===== src/rfsd_pkg.sv =====
// shared types, constants and functions for the remote frame sync decoder
// no dependencies
`timescale 1ns / 1ps

package rfsd_pkg;

  localparam int FRAME_BYTES = 21;
  localparam int IDX_W       = $clog2(FRAME_BYTES);
  localparam int Q_DEPTH     = 2;
  localparam int QPTR_W      = $clog2(Q_DEPTH);
  localparam int QCNT_W      = $clog2(Q_DEPTH + 1);
  localparam int CFG_IDX_W   = 8;
  localparam int CFG_DATA_W  = 11;

  localparam logic [15:0] CRC_INIT = 16'hFFFF;
  localparam logic [15:0] CRC_POLY = 16'h8408;

  typedef enum logic [1:0] {
    ST_NONE  = 2'd0,
    ST_GOOD  = 2'd1,
    ST_RANGE = 2'd2,
    ST_CRC   = 2'd3
  } status_t;

  typedef enum logic [CFG_IDX_W-1:0] {
    REG_SOF_FIRST  = 8'd0,
    REG_SOF_SECOND = 8'd1,
    REG_OFFSET     = 8'd2,
    REG_LIMIT      = 8'd3
  } reg_idx_t;

  localparam logic [1:0] SWITCH_RANGE = 2'd2;
  localparam logic [1:0] SWITCH_MAP [4] = '{2'd2, 2'd3, 2'd1, 2'd2};

  typedef struct packed {
    logic [7:0]  sof_first;
    logic [7:0]  sof_second;
    logic [10:0] offset;
    logic [10:0] limit;
  } cfg_t;

  // one classified item handed from front to back
  typedef struct packed {
    logic             wr;
    logic [IDX_W-1:0] idx;
    logic [7:0]       data;
    logic             last;
    logic             crc_ok;
  } op_t;

  typedef struct packed {
    logic full;
    logic empty;
  } q_stat_t;

  typedef struct packed {
    status_t            frame_status;
    logic signed [11:0] chan_0;
    logic signed [11:0] chan_1;
    logic signed [11:0] chan_2;
    logic signed [11:0] chan_3;
    logic signed [11:0] chan_4;
    logic [1:0]         switch_code;
    logic signed [15:0] pointer_x;
    logic signed [15:0] pointer_y;
    logic signed [15:0] pointer_z;
    logic [15:0]        key_bits;
    logic [7:0]         button_bits;
  } res_t;

  function automatic logic [15:0] crc16_step(input logic [15:0] crc, input logic [7:0] b);
    logic [15:0] c;
    c = crc ^ {8'h00, b};
    for (int k = 0; k < 8; k++) begin
      if (c[0]) begin
        c = (c >> 1) ^ CRC_POLY;
      end else begin
        c = c >> 1;
      end
    end
    return c;
  endfunction

endpackage


===== src/rfsd_if.sv =====
// channel interfaces for the remote frame sync decoder
// does not depend on rfsd_pkg
`timescale 1ns / 1ps

interface rfsd_in_if;
  logic       valid;
  logic       ready;
  logic [7:0] rx_byte;
  modport source (output valid, output rx_byte, input ready);
  modport sink (input valid, input rx_byte, output ready);
endinterface

interface rfsd_out_if;
  logic               valid;
  logic               ready;
  logic [1:0]         frame_status;
  logic signed [11:0] chan_0;
  logic signed [11:0] chan_1;
  logic signed [11:0] chan_2;
  logic signed [11:0] chan_3;
  logic signed [11:0] chan_4;
  logic [1:0]         switch_code;
  logic signed [15:0] pointer_x;
  logic signed [15:0] pointer_y;
  logic signed [15:0] pointer_z;
  logic [15:0]        key_bits;
  logic [7:0]         button_bits;
  modport source (output valid, output frame_status, output chan_0, output chan_1,
                  output chan_2, output chan_3, output chan_4, output switch_code,
                  output pointer_x, output pointer_y, output pointer_z,
                  output key_bits, output button_bits, input ready);
  modport sink (input valid, input frame_status, input chan_0, input chan_1,
                input chan_2, input chan_3, input chan_4, input switch_code,
                input pointer_x, input pointer_y, input pointer_z,
                input key_bits, input button_bits, output ready);
endinterface

interface rfsd_cfg_if;
  logic        valid;
  logic        ready;
  logic [7:0]  reg_index;
  logic [10:0] wdata;
  modport source (output valid, output reg_index, output wdata, input ready);
  modport sink (input valid, input reg_index, input wdata, output ready);
endinterface


===== src/remote_frame_sync_decoder_core.sv =====
// remote frame sync decoder top level: config registers, front, queue and back
// an accepted item waits in the queue; its result is registered in the back when it is popped
// throughput: one item per cycle unless the queue is full; the crc step is combinational
// reset: synchronous active-low rst_n returns the hunt, crc, queue and result valid
// to their idle values and the config registers to their defaults
`timescale 1ns / 1ps

module remote_frame_sync_decoder_core import rfsd_pkg::*; (
  input logic           clk,
  input logic           rst_n,
  rfsd_in_if.sink       in_ch,
  rfsd_out_if.source    out_ch,
  rfsd_cfg_if.sink      cfg_ch
);

  cfg_t    cfg_r;
  op_t     front_op;
  op_t     head_op;
  q_stat_t q_stat;
  logic    push;
  logic    pop;
  logic    res_valid;
  res_t    res;

  assign cfg_ch.ready = 1'b1;

  always_ff @(posedge clk) begin
    if (!rst_n) begin
      cfg_r.sof_first  <= 8'hA9;
      cfg_r.sof_second <= 8'h53;
      cfg_r.offset     <= 11'd1024;
      cfg_r.limit      <= 11'd700;
    end else if (cfg_ch.valid) begin
      case (cfg_ch.reg_index)
        REG_SOF_FIRST:  cfg_r.sof_first  <= cfg_ch.wdata[7:0];
        REG_SOF_SECOND: cfg_r.sof_second <= cfg_ch.wdata[7:0];
        REG_OFFSET:     cfg_r.offset     <= cfg_ch.wdata;
        REG_LIMIT:      cfg_r.limit      <= cfg_ch.wdata;
        default:        cfg_r            <= cfg_r;
      endcase
    end
  end

  assign in_ch.ready = !q_stat.full;
  assign push        = in_ch.valid && !q_stat.full;
  assign pop         = !q_stat.empty && (!res_valid || out_ch.ready);

  rfsd_front u_front (
    .clk     (clk),
    .rst_n   (rst_n),
    .cfg     (cfg_r),
    .push    (push),
    .rx_byte (in_ch.rx_byte),
    .op      (front_op)
  );

  rfsd_queue u_queue (
    .clk     (clk),
    .rst_n   (rst_n),
    .push    (push),
    .push_op (front_op),
    .pop     (pop),
    .head    (head_op),
    .stat    (q_stat)
  );

  rfsd_back u_back (
    .clk       (clk),
    .rst_n     (rst_n),
    .cfg       (cfg_r),
    .pop       (pop),
    .op        (head_op),
    .res_taken (out_ch.ready),
    .res_valid (res_valid),
    .res       (res)
  );

  assign out_ch.valid        = res_valid;
  assign out_ch.frame_status = res.frame_status;
  assign out_ch.chan_0       = res.chan_0;
  assign out_ch.chan_1       = res.chan_1;
  assign out_ch.chan_2       = res.chan_2;
  assign out_ch.chan_3       = res.chan_3;
  assign out_ch.chan_4       = res.chan_4;
  assign out_ch.switch_code  = res.switch_code;
  assign out_ch.pointer_x    = res.pointer_x;
  assign out_ch.pointer_y    = res.pointer_y;
  assign out_ch.pointer_z    = res.pointer_z;
  assign out_ch.key_bits     = res.key_bits;
  assign out_ch.button_bits  = res.button_bits;

`ifndef SYNTH
  a_queue_sane: assert property (@(posedge clk) disable iff (!rst_n)
    !(q_stat.full && q_stat.empty))
    else $error("queue reports full and empty together");

  a_bad_frame_zero: assert property (@(posedge clk) disable iff (!rst_n)
    out_ch.valid && out_ch.frame_status != ST_GOOD |->
      out_ch.chan_0 == '0 && out_ch.chan_4 == '0 && out_ch.pointer_x == '0 &&
      out_ch.key_bits == '0 && out_ch.button_bits == '0)
    else $error("non-good result carries payload");

  a_switch_code: assert property (@(posedge clk) disable iff (!rst_n)
    out_ch.valid |->
      (out_ch.frame_status == ST_NONE && out_ch.switch_code == 2'd0) ||
      (out_ch.frame_status == ST_CRC && out_ch.switch_code == 2'd0) ||
      (out_ch.frame_status == ST_RANGE && out_ch.switch_code == SWITCH_RANGE) ||
      (out_ch.frame_status == ST_GOOD && out_ch.switch_code != 2'd0))
    else $error("switch code does not match frame status");
`endif

endmodule


===== src/rfsd_front.sv =====
// front end: start byte hunt, byte counting and running crc, classifies each item
// depends on rfsd_pkg
`timescale 1ns / 1ps

module rfsd_front import rfsd_pkg::*; (
  input  logic       clk,
  input  logic       rst_n,
  input  cfg_t       cfg,
  input  logic       push,
  input  logic [7:0] rx_byte,
  output op_t        op
);

  typedef enum logic [1:0] {
    PH_HUNT,
    PH_SOF2,
    PH_DATA
  } phase_t;

  phase_t           phase_r, phase_nxt;
  logic [IDX_W-1:0] count_r, count_nxt;
  logic [15:0]      crc_r, crc_nxt;
  logic [7:0]       crc_lo_r, crc_lo_nxt;

  always_comb begin
    phase_nxt  = phase_r;
    count_nxt  = count_r;
    crc_nxt    = crc_r;
    crc_lo_nxt = crc_lo_r;
    op         = '0;
    op.data    = rx_byte;
    case (phase_r)
      PH_SOF2: begin
        if (rx_byte == cfg.sof_second) begin
          op.wr     = 1'b1;
          op.idx    = IDX_W'(1);
          crc_nxt   = crc16_step(crc_r, rx_byte);
          count_nxt = IDX_W'(2);
          phase_nxt = PH_DATA;
        end else if (rx_byte == cfg.sof_first) begin
          op.wr   = 1'b1;
          op.idx  = '0;
          crc_nxt = crc16_step(CRC_INIT, rx_byte);
        end else begin
          phase_nxt = PH_HUNT;
        end
      end
      PH_DATA: begin
        op.wr  = 1'b1;
        op.idx = count_r;
        if (count_r < IDX_W'(FRAME_BYTES - 2)) begin
          crc_nxt = crc16_step(crc_r, rx_byte);
        end
        if (count_r == IDX_W'(FRAME_BYTES - 2)) begin
          crc_lo_nxt = rx_byte;
        end
        if (count_r == IDX_W'(FRAME_BYTES - 1)) begin
          op.last   = 1'b1;
          op.crc_ok = ({rx_byte, crc_lo_r} == crc_r);
          phase_nxt = PH_HUNT;
          count_nxt = '0;
        end else begin
          count_nxt = count_r + IDX_W'(1);
        end
      end
      default: begin
        count_nxt = '0;
        if (rx_byte == cfg.sof_first) begin
          op.wr     = 1'b1;
          op.idx    = '0;
          crc_nxt   = crc16_step(CRC_INIT, rx_byte);
          phase_nxt = PH_SOF2;
        end
      end
    endcase
  end

  always_ff @(posedge clk) begin
    if (!rst_n) begin
      phase_r  <= PH_HUNT;
      count_r  <= '0;
      crc_r    <= CRC_INIT;
      crc_lo_r <= '0;
    end else if (push) begin
      phase_r  <= phase_nxt;
      count_r  <= count_nxt;
      crc_r    <= crc_nxt;
      crc_lo_r <= crc_lo_nxt;
    end
  end

endmodule


===== src/rfsd_queue.sv =====
// short fifo of classified items between front and back
// depends on rfsd_pkg
`timescale 1ns / 1ps

module rfsd_queue import rfsd_pkg::*; (
  input  logic    clk,
  input  logic    rst_n,
  input  logic    push,
  input  op_t     push_op,
  input  logic    pop,
  output op_t     head,
  output q_stat_t stat
);

  op_t               mem_r [Q_DEPTH];
  logic [QPTR_W-1:0] wptr_r, rptr_r;
  logic [QCNT_W-1:0] cnt_r;

  assign head       = mem_r[rptr_r];
  assign stat.full  = (cnt_r == QCNT_W'(Q_DEPTH));
  assign stat.empty = (cnt_r == '0);

  always_ff @(posedge clk) begin
    if (push) begin
      mem_r[wptr_r] <= push_op;
    end
  end

  always_ff @(posedge clk) begin
    if (!rst_n) begin
      wptr_r <= '0;
      rptr_r <= '0;
      cnt_r  <= '0;
    end else begin
      if (push) begin
        wptr_r <= (wptr_r == QPTR_W'(Q_DEPTH - 1)) ? '0 : wptr_r + QPTR_W'(1);
      end
      if (pop) begin
        rptr_r <= (rptr_r == QPTR_W'(Q_DEPTH - 1)) ? '0 : rptr_r + QPTR_W'(1);
      end
      case ({push, pop})
        2'b10:   cnt_r <= cnt_r + QCNT_W'(1);
        2'b01:   cnt_r <= cnt_r - QCNT_W'(1);
        default: cnt_r <= cnt_r;
      endcase
    end
  end

endmodule


===== src/rfsd_back.sv =====
// back end: frame byte store, field decode, range check and result register
// depends on rfsd_pkg
`timescale 1ns / 1ps

module rfsd_back import rfsd_pkg::*; (
  input  logic clk,
  input  logic rst_n,
  input  cfg_t cfg,
  input  logic pop,
  input  op_t  op,
  input  logic res_taken,
  output logic res_valid,
  output res_t res
);

  logic [7:0]         store_r [FRAME_BYTES];
  logic               valid_r, valid_nxt;
  res_t               res_r, res_nxt;
  logic [63:0]        pk;
  logic [10:0]        raw [5];
  logic signed [11:0] ch [5];
  logic [11:0]        mag [4];
  logic               range_err;
  logic [7:0]         mb;

  always_comb begin
    for (int i = 0; i < 8; i++) begin
      pk[i*8 +: 8] = store_r[2 + i];
    end
    raw[0] = pk[10:0];
    raw[1] = pk[21:11];
    raw[2] = pk[43:33];
    raw[3] = pk[32:22];
    raw[4] = pk[59:49];
    for (int i = 0; i < 5; i++) begin
      ch[i] = $signed({1'b0, raw[i]}) - $signed({1'b0, cfg.offset});
    end
    range_err = 1'b0;
    for (int i = 0; i < 4; i++) begin
      mag[i] = ch[i][11] ? 12'(-ch[i]) : 12'(ch[i]);
      if (mag[i] > {1'b0, cfg.limit}) begin
        range_err = 1'b1;
      end
    end
    mb = store_r[16];
  end

  always_comb begin
    res_nxt = '0;
    res_nxt.frame_status = ST_NONE;
    if (op.last) begin
      if (!op.crc_ok) begin
        res_nxt.frame_status = ST_CRC;
      end else if (range_err) begin
        res_nxt.frame_status = ST_RANGE;
        res_nxt.switch_code  = SWITCH_RANGE;
      end else begin
        res_nxt.frame_status = ST_GOOD;
        res_nxt.chan_0       = ch[0];
        res_nxt.chan_1       = ch[1];
        res_nxt.chan_2       = ch[2];
        res_nxt.chan_3       = ch[3];
        res_nxt.chan_4       = ch[4];
        res_nxt.switch_code  = SWITCH_MAP[pk[45:44]];
        res_nxt.pointer_x    = {store_r[11], store_r[10]};
        res_nxt.pointer_y    = {store_r[13], store_r[12]};
        res_nxt.pointer_z    = {store_r[15], store_r[14]};
        res_nxt.key_bits     = {store_r[18], store_r[17]};
        res_nxt.button_bits  = {pk[60], pk[48], pk[47], pk[46], mb[5:4], mb[1], mb[0]};
      end
    end
    valid_nxt = pop ? 1'b1 : (valid_r && !res_taken);
  end

  always_ff @(posedge clk) begin
    if (pop && op.wr) begin
      store_r[op.idx] <= op.data;
    end
    if (pop) begin
      res_r <= res_nxt;
    end
  end

  always_ff @(posedge clk) begin
    if (!rst_n) begin
      valid_r <= 1'b0;
    end else begin
      valid_r <= valid_nxt;
    end
  end

  assign res_valid = valid_r;
  assign res       = res_r;

endmodule

===== src/flat_wrapper.sv =====
// flat-port wrapper written by rule: the top's interface ports become plain ports
module remote_frame_sync_decoder_core_flat import rfsd_pkg::*;
  (clk, rst_n, in_ch_valid, in_ch_rx_byte, in_ch_ready, out_ch_valid, out_ch_frame_status, out_ch_chan_0, out_ch_chan_1, out_ch_chan_2, out_ch_chan_3, out_ch_chan_4, out_ch_switch_code, out_ch_pointer_x, out_ch_pointer_y, out_ch_pointer_z, out_ch_key_bits, out_ch_button_bits, out_ch_ready, cfg_ch_valid, cfg_ch_reg_index, cfg_ch_wdata, cfg_ch_ready);
  rfsd_in_if in_ch_i ();
  rfsd_out_if out_ch_i ();
  rfsd_cfg_if cfg_ch_i ();
  input logic clk;
  input logic rst_n;
  input wire logic [$bits(in_ch_i.valid)-1:0] in_ch_valid;
  input wire logic [$bits(in_ch_i.rx_byte)-1:0] in_ch_rx_byte;
  output wire logic [$bits(in_ch_i.ready)-1:0] in_ch_ready;
  output wire logic [$bits(out_ch_i.valid)-1:0] out_ch_valid;
  output wire logic [$bits(out_ch_i.frame_status)-1:0] out_ch_frame_status;
  output wire logic [$bits(out_ch_i.chan_0)-1:0] out_ch_chan_0;
  output wire logic [$bits(out_ch_i.chan_1)-1:0] out_ch_chan_1;
  output wire logic [$bits(out_ch_i.chan_2)-1:0] out_ch_chan_2;
  output wire logic [$bits(out_ch_i.chan_3)-1:0] out_ch_chan_3;
  output wire logic [$bits(out_ch_i.chan_4)-1:0] out_ch_chan_4;
  output wire logic [$bits(out_ch_i.switch_code)-1:0] out_ch_switch_code;
  output wire logic [$bits(out_ch_i.pointer_x)-1:0] out_ch_pointer_x;
  output wire logic [$bits(out_ch_i.pointer_y)-1:0] out_ch_pointer_y;
  output wire logic [$bits(out_ch_i.pointer_z)-1:0] out_ch_pointer_z;
  output wire logic [$bits(out_ch_i.key_bits)-1:0] out_ch_key_bits;
  output wire logic [$bits(out_ch_i.button_bits)-1:0] out_ch_button_bits;
  input wire logic [$bits(out_ch_i.ready)-1:0] out_ch_ready;
  input wire logic [$bits(cfg_ch_i.valid)-1:0] cfg_ch_valid;
  input wire logic [$bits(cfg_ch_i.reg_index)-1:0] cfg_ch_reg_index;
  input wire logic [$bits(cfg_ch_i.wdata)-1:0] cfg_ch_wdata;
  output wire logic [$bits(cfg_ch_i.ready)-1:0] cfg_ch_ready;
  assign in_ch_i.valid = in_ch_valid;
  assign in_ch_i.rx_byte = in_ch_rx_byte;
  assign in_ch_ready = in_ch_i.ready;
  assign out_ch_valid = out_ch_i.valid;
  assign out_ch_frame_status = out_ch_i.frame_status;
  assign out_ch_chan_0 = out_ch_i.chan_0;
  assign out_ch_chan_1 = out_ch_i.chan_1;
  assign out_ch_chan_2 = out_ch_i.chan_2;
  assign out_ch_chan_3 = out_ch_i.chan_3;
  assign out_ch_chan_4 = out_ch_i.chan_4;
  assign out_ch_switch_code = out_ch_i.switch_code;
  assign out_ch_pointer_x = out_ch_i.pointer_x;
  assign out_ch_pointer_y = out_ch_i.pointer_y;
  assign out_ch_pointer_z = out_ch_i.pointer_z;
  assign out_ch_key_bits = out_ch_i.key_bits;
  assign out_ch_button_bits = out_ch_i.button_bits;
  assign out_ch_i.ready = out_ch_ready;
  assign cfg_ch_i.valid = cfg_ch_valid;
  assign cfg_ch_i.reg_index = cfg_ch_reg_index;
  assign cfg_ch_i.wdata = cfg_ch_wdata;
  assign cfg_ch_ready = cfg_ch_i.ready;
  remote_frame_sync_decoder_core u_core (.clk(clk), .rst_n(rst_n), .in_ch(in_ch_i), .out_ch(out_ch_i), .cfg_ch(cfg_ch_i));
endmodule

===== config.mk =====
export PLATFORM = sky130hd
export DESIGN_NAME = remote_frame_sync_decoder_core_flat
export DESIGN_NICKNAME = d
export VERILOG_FILES = /design/src/rfsd_pkg.sv /design/src/rfsd_if.sv /design/src/remote_frame_sync_decoder_core.sv /design/src/rfsd_front.sv /design/src/rfsd_queue.sv /design/src/rfsd_back.sv /design/src/flat_wrapper.sv
export SDC_FILE = /design/constraint.sdc
export NUM_CORES = 1
export LEC_CHECK = 0
export BUFFER_PORTS_ARGS = -buffer_cell sky130_fd_sc_hd__buf_2
export CAP_MARGIN = 30
export CORE_ASPECT_RATIO = 1.25
export CORE_MARGIN = 2
export CORE_UTILIZATION = 60
export CTS_CLUSTER_SIZE = 30
export DETAILED_ROUTE_END_ITERATION = 8
export GPL_ROUTABILITY_DRIVEN = 0
export PLACE_DENSITY_LB_ADDON = 0.12
export SETUP_SLACK_MARGIN = 0.05
export SLEW_MARGIN = 20
export SYNTH_ARGS = -nofsm -noshare
export SYNTH_HDL_FRONTEND = slang
export SYNTH_SLANG_ARGS = --single-unit

===== constraint.sdc =====
create_clock -name clk -period 6.25 [get_ports clk]
set_input_delay 0.625 -clock clk [delete_from_list [all_inputs] [get_ports clk]]
set_output_delay 0.625 -clock clk [all_outputs]
set_load 0.02 [all_outputs]

==> flow_summary.ini <==
[die]
core_sq_um = 30800
num_io_pins = 171
die_w_um = 162
rows = 72
effective_utilization_at_floorplan_pct = 60.7
fp.dieH_um = 201
area_of_the_die_sq_um = 32600

[logic_synthesis]
synth_cell_type_count = 88
synth.avg_cell_area_sq_um = 12.0
async_flop_share_pct = 0
post_synth_instance_area_sq_um = 18700
synth_sequential_area_ratio_pct = 55.7
synthesis.yosys.warnings = 0
synth-edff-count = 297
syn_inst = 1556
synth_seq_cells = 372
synthFlopType = sky130_fd_sc_hd__edfxtp_1
synth.net_count = 1702

[sta]
max_slew.worst_pin.slew_ns = 0.956
fmax_mhz = 171
timing.final.hold_violations = 0
pins_over_their_slew_limit = 0
timing.final.setup_violations = 0
layout_min_cycle_time_ns = 5.84
fin_setup_tns_ns = 0
final.setup.worst_slack_ns = 0.414
relSlewSlack_pct = 36.2
skew_ns = 0.0302
rsz0062_at_grt = no
fin_crit_share_pct = 93.4

[cells_and_area]
drive_gt1_share_pct = 17.7
design_area_sq_um = 21100
highest_count_cells_in_the_layout_ignoring_fill_and_taps = sky130_fd_sc_hd__edfxtp_1, sky130_fd_sc_hd__buf_2, sky130_fd_sc_hd__nor2_1
syn_to_final_growth_pct = 12.7
diodes = 0
mostFrequentLayoutCell = sky130_fd_sc_hd__edfxtp_1
finalNetCount = 1868

[pwr]
power.combinational.fraction_pct = 21.5
power.switching_mw = 2.19
power_density_nw_per_um2 = 336
clock_power_share_pct = 30.3
power.share.switching_pct = 30.9
internal_dissipation_mw = 4.89
seq_power_share_pct = 48.2
vdd_drop_max_uv = 215
cellLeakagePower_nw = 8.27

[route]
drc_errors = 0
avgRoutedWirePerCell_um = 19.6
drt-initial-drc-count = 963
dr.pass1.iters = 7
drtAntennaViolNets = 0
via_count = 12500
via_per_inst = 5.81
wirelength_mm = 42.2

[clock_tree]
insertion_delay_to_the_later_sink_of_the_worst_skew_pair_ns = 0.55
h-tree-depth = 2
cts_buffer_depth = 3
cts_inserted_buffers = 36
cts.reportedPaths.clkPinSlew_ns = 0.07
total_of_cells_resized_after_clock_tree_synthesis = 0
post-cts-setup-buffers = 0
clock-root-buffer = sky130_fd_sc_hd__clkbuf_16
postCtsHoldBufs = 0
tritoncts_num_sinks = 372
clock_tree_from_tritoncts = yes

[place]
placement.setup.worst_slack_ns = 0.463
detailed_place.area_sq_um = 19900
dpl.hpwl_mm = 29.7
place.port_buffers = 169

[flow_run]
max-cap-violations = 0

[worst_setup_path]
setup.worst_path.start_class = flip-flop
crit_arrival_ns = 6.21
criticalPathCategory = flip-flop to flip-flop
worst_reg2reg_path_depth = 21
timing.critical_path.fanout_max = 37
critPathRequiredTime_ns = 6.62
critPathCaptureType = flip-flop

[grt]
grt_first_pass_wirelength_mm = 65.5
grt_antenna_before_repair = 0
grt_overflow_total = 0
grt_start_max_net_pins = 78
gr-usage-all-layers_pct = 25.9
first_global_vias = 12300

[outcome]
outcome = finished clean

[min_path]
hold_path_class = primary input to flip-flop
hold-path-cell-count = 3
==> flip-flops by register name (all words and copies together) (netlist names), 2 cells and up, named ones only <==
signal and flops:
out_ch_button_bits 6, u_core.u_queue.mem_r 32, u_core.u_back.store_r 129, u_core.u_back.res 66, u_core.u_front.phase_r 2, u_core.u_queue.cnt_r 2
out_ch_pointer_z 16, u_core.u_front.count_r 5, out_ch_pointer_y 16, out_ch_key_bits 16, u_core.cfg_r 38, out_ch_pointer_x 16
u_core.u_front.crc_r 16, u_core.u_front.crc_lo_r 8
==> per-stage QoR <==
| stage | std cells | util [%] | hold slack, ns | power [mW] |
|---|---|---|---|---|
| 3_5_place_dp | 2091 | 64.6 | 0.460 | 5.01 |
| 6_report | 2156 | 68.4 | 0.309 | 7.08 |
| 2_1_floorplan | 1556 | - | 0.441 | 4.45 |
| 3_3_place_gp | 2090 | 64.5 | 0.457 | 4.97 |
| 4_1_cts | 2156 | 68.3 | 0.289 | 7.15 |
| 5_1_grt | 2156 | 68.4 | 0.321 | 7.34 |
==> kinds of logic after synthesis <==
kind of cell	count (synthesis)	synth area share (%)
xor+xnor	138	6.51
other cells	1	0.0201
compound gates	263	10.1
mux	53	2.91
simple gates	502	14.2
buf+inv	113	2.73
fa+ha+maj	114	7.83
flops	372	55.7
==> power groups by stage <==
stage	combinational (mW)	clock [mW]	sequential, mW
after floorplan	0.518	0	3.93
after global placement	1.52	0	3.46
after detailed placement	1.55	0	3.47
after CTS	1.55	2.18	3.42
after global routing	1.62	2.27	3.45
final	1.52	2.15	3.41
==> synthesized netlist by cell type (all sizes together) (6+ instances only) <==
library cell  number  area (sq um)
a21oi             55           283
inv               55           206
nor3              13          75.1
nor4              12          81.3
and3              12          80.1
edfxtp           297          8920
ha               109          1360
a21boi            10          75.1
or2               10          62.6
nand4             13          81.3
dfxtp             75          1500
nor2             142           536
clkbuf            40           151
xor2              54           480
mux2i             42           420
and2              88           626
nand2b            15          93.8
o21a              12          90.1
nor2b             52           325
a211oi             9          82.6
a211o              8          70.1
or3                6          42.5
o21ai             38           190
buf               18           153
a22oi              8          60.1
nand2            103           387
o211ai            24           180
a31oi             18           113
mux2              11           124
a21o              21           158
o31ai             11          82.6
xnor2             84           736
nand3             16          80.1
==> metal layers <==
layer | vias up | track usage [%] | wire length (um)
li1 | 5971 | - | -
met1 | 6013 | 32.7 | 17100
met2 | 438 | 45.4 | 21300
met3 | 103 | 3.34 | 2350
met4 | 0 | 9.58 | 1480
met5 | - | 0 | 0
==> cell type report <==
type | count | area, sq um
clock buffer | 44 | 931
timing repair buffer | 186 | 992
tap | 407 | 509
sequential | 372 | 10400
clock inverter | 21 | 230
multi-input combinational | 1071 | 7770
inverter | 55 | 209
fill | 2275 | 9750
==> worst max-delay path, stage by stage (launching register included) <==
cell	delay, ns
sky130_fd_sc_hd__dfxtp_1	0.45
sky130_fd_sc_hd__inv_1	0.23
sky130_fd_sc_hd__ha_1	0.24
sky130_fd_sc_hd__or2_2	0.30
sky130_fd_sc_hd__o21ai_1	0.19
sky130_fd_sc_hd__a21oi_1	0.14
sky130_fd_sc_hd__a41o_1	0.30
sky130_fd_sc_hd__or2_2	0.31
sky130_fd_sc_hd__a21o_1	0.28
sky130_fd_sc_hd__a31oi_1	0.20
sky130_fd_sc_hd__xnor2_1	0.15
sky130_fd_sc_hd__ha_1	0.27
sky130_fd_sc_hd__nand2_1	0.11
sky130_fd_sc_hd__nor2_1	0.08
sky130_fd_sc_hd__a211o_1	0.29
sky130_fd_sc_hd__o31ai_1	0.27
sky130_fd_sc_hd__and4_1	0.29
sky130_fd_sc_hd__o311ai_2	0.14
sky130_fd_sc_hd__or3_4	0.44
sky130_fd_sc_hd__or2_2	0.47
sky130_fd_sc_hd__buf_6	0.26
sky130_fd_sc_hd__nor2_1	0.18
==> final timing paths <==
check	from	to	slack (ns)
worst min register to register	u_core.cfg_r[10]$_SDFFE_PN0P_	u_core.cfg_r[10]$_SDFFE_PN0P_	0.47
worst max register to register	u_core.cfg_r[12]$_SDFFE_PN0P_	u_core.u_back.res[104]$_SDFFCE_PP0P_	0.41
worst max-delay path	u_core.cfg_r[12]$_SDFFE_PN0P_	u_core.u_back.res[104]$_SDFFCE_PP0P_	0.41
worst min-delay path	cfg_ch_wdata[10]	u_core.cfg_r[21]$_SDFFE_PN1P_	0.31
Power figures use the tool's default switching activity.
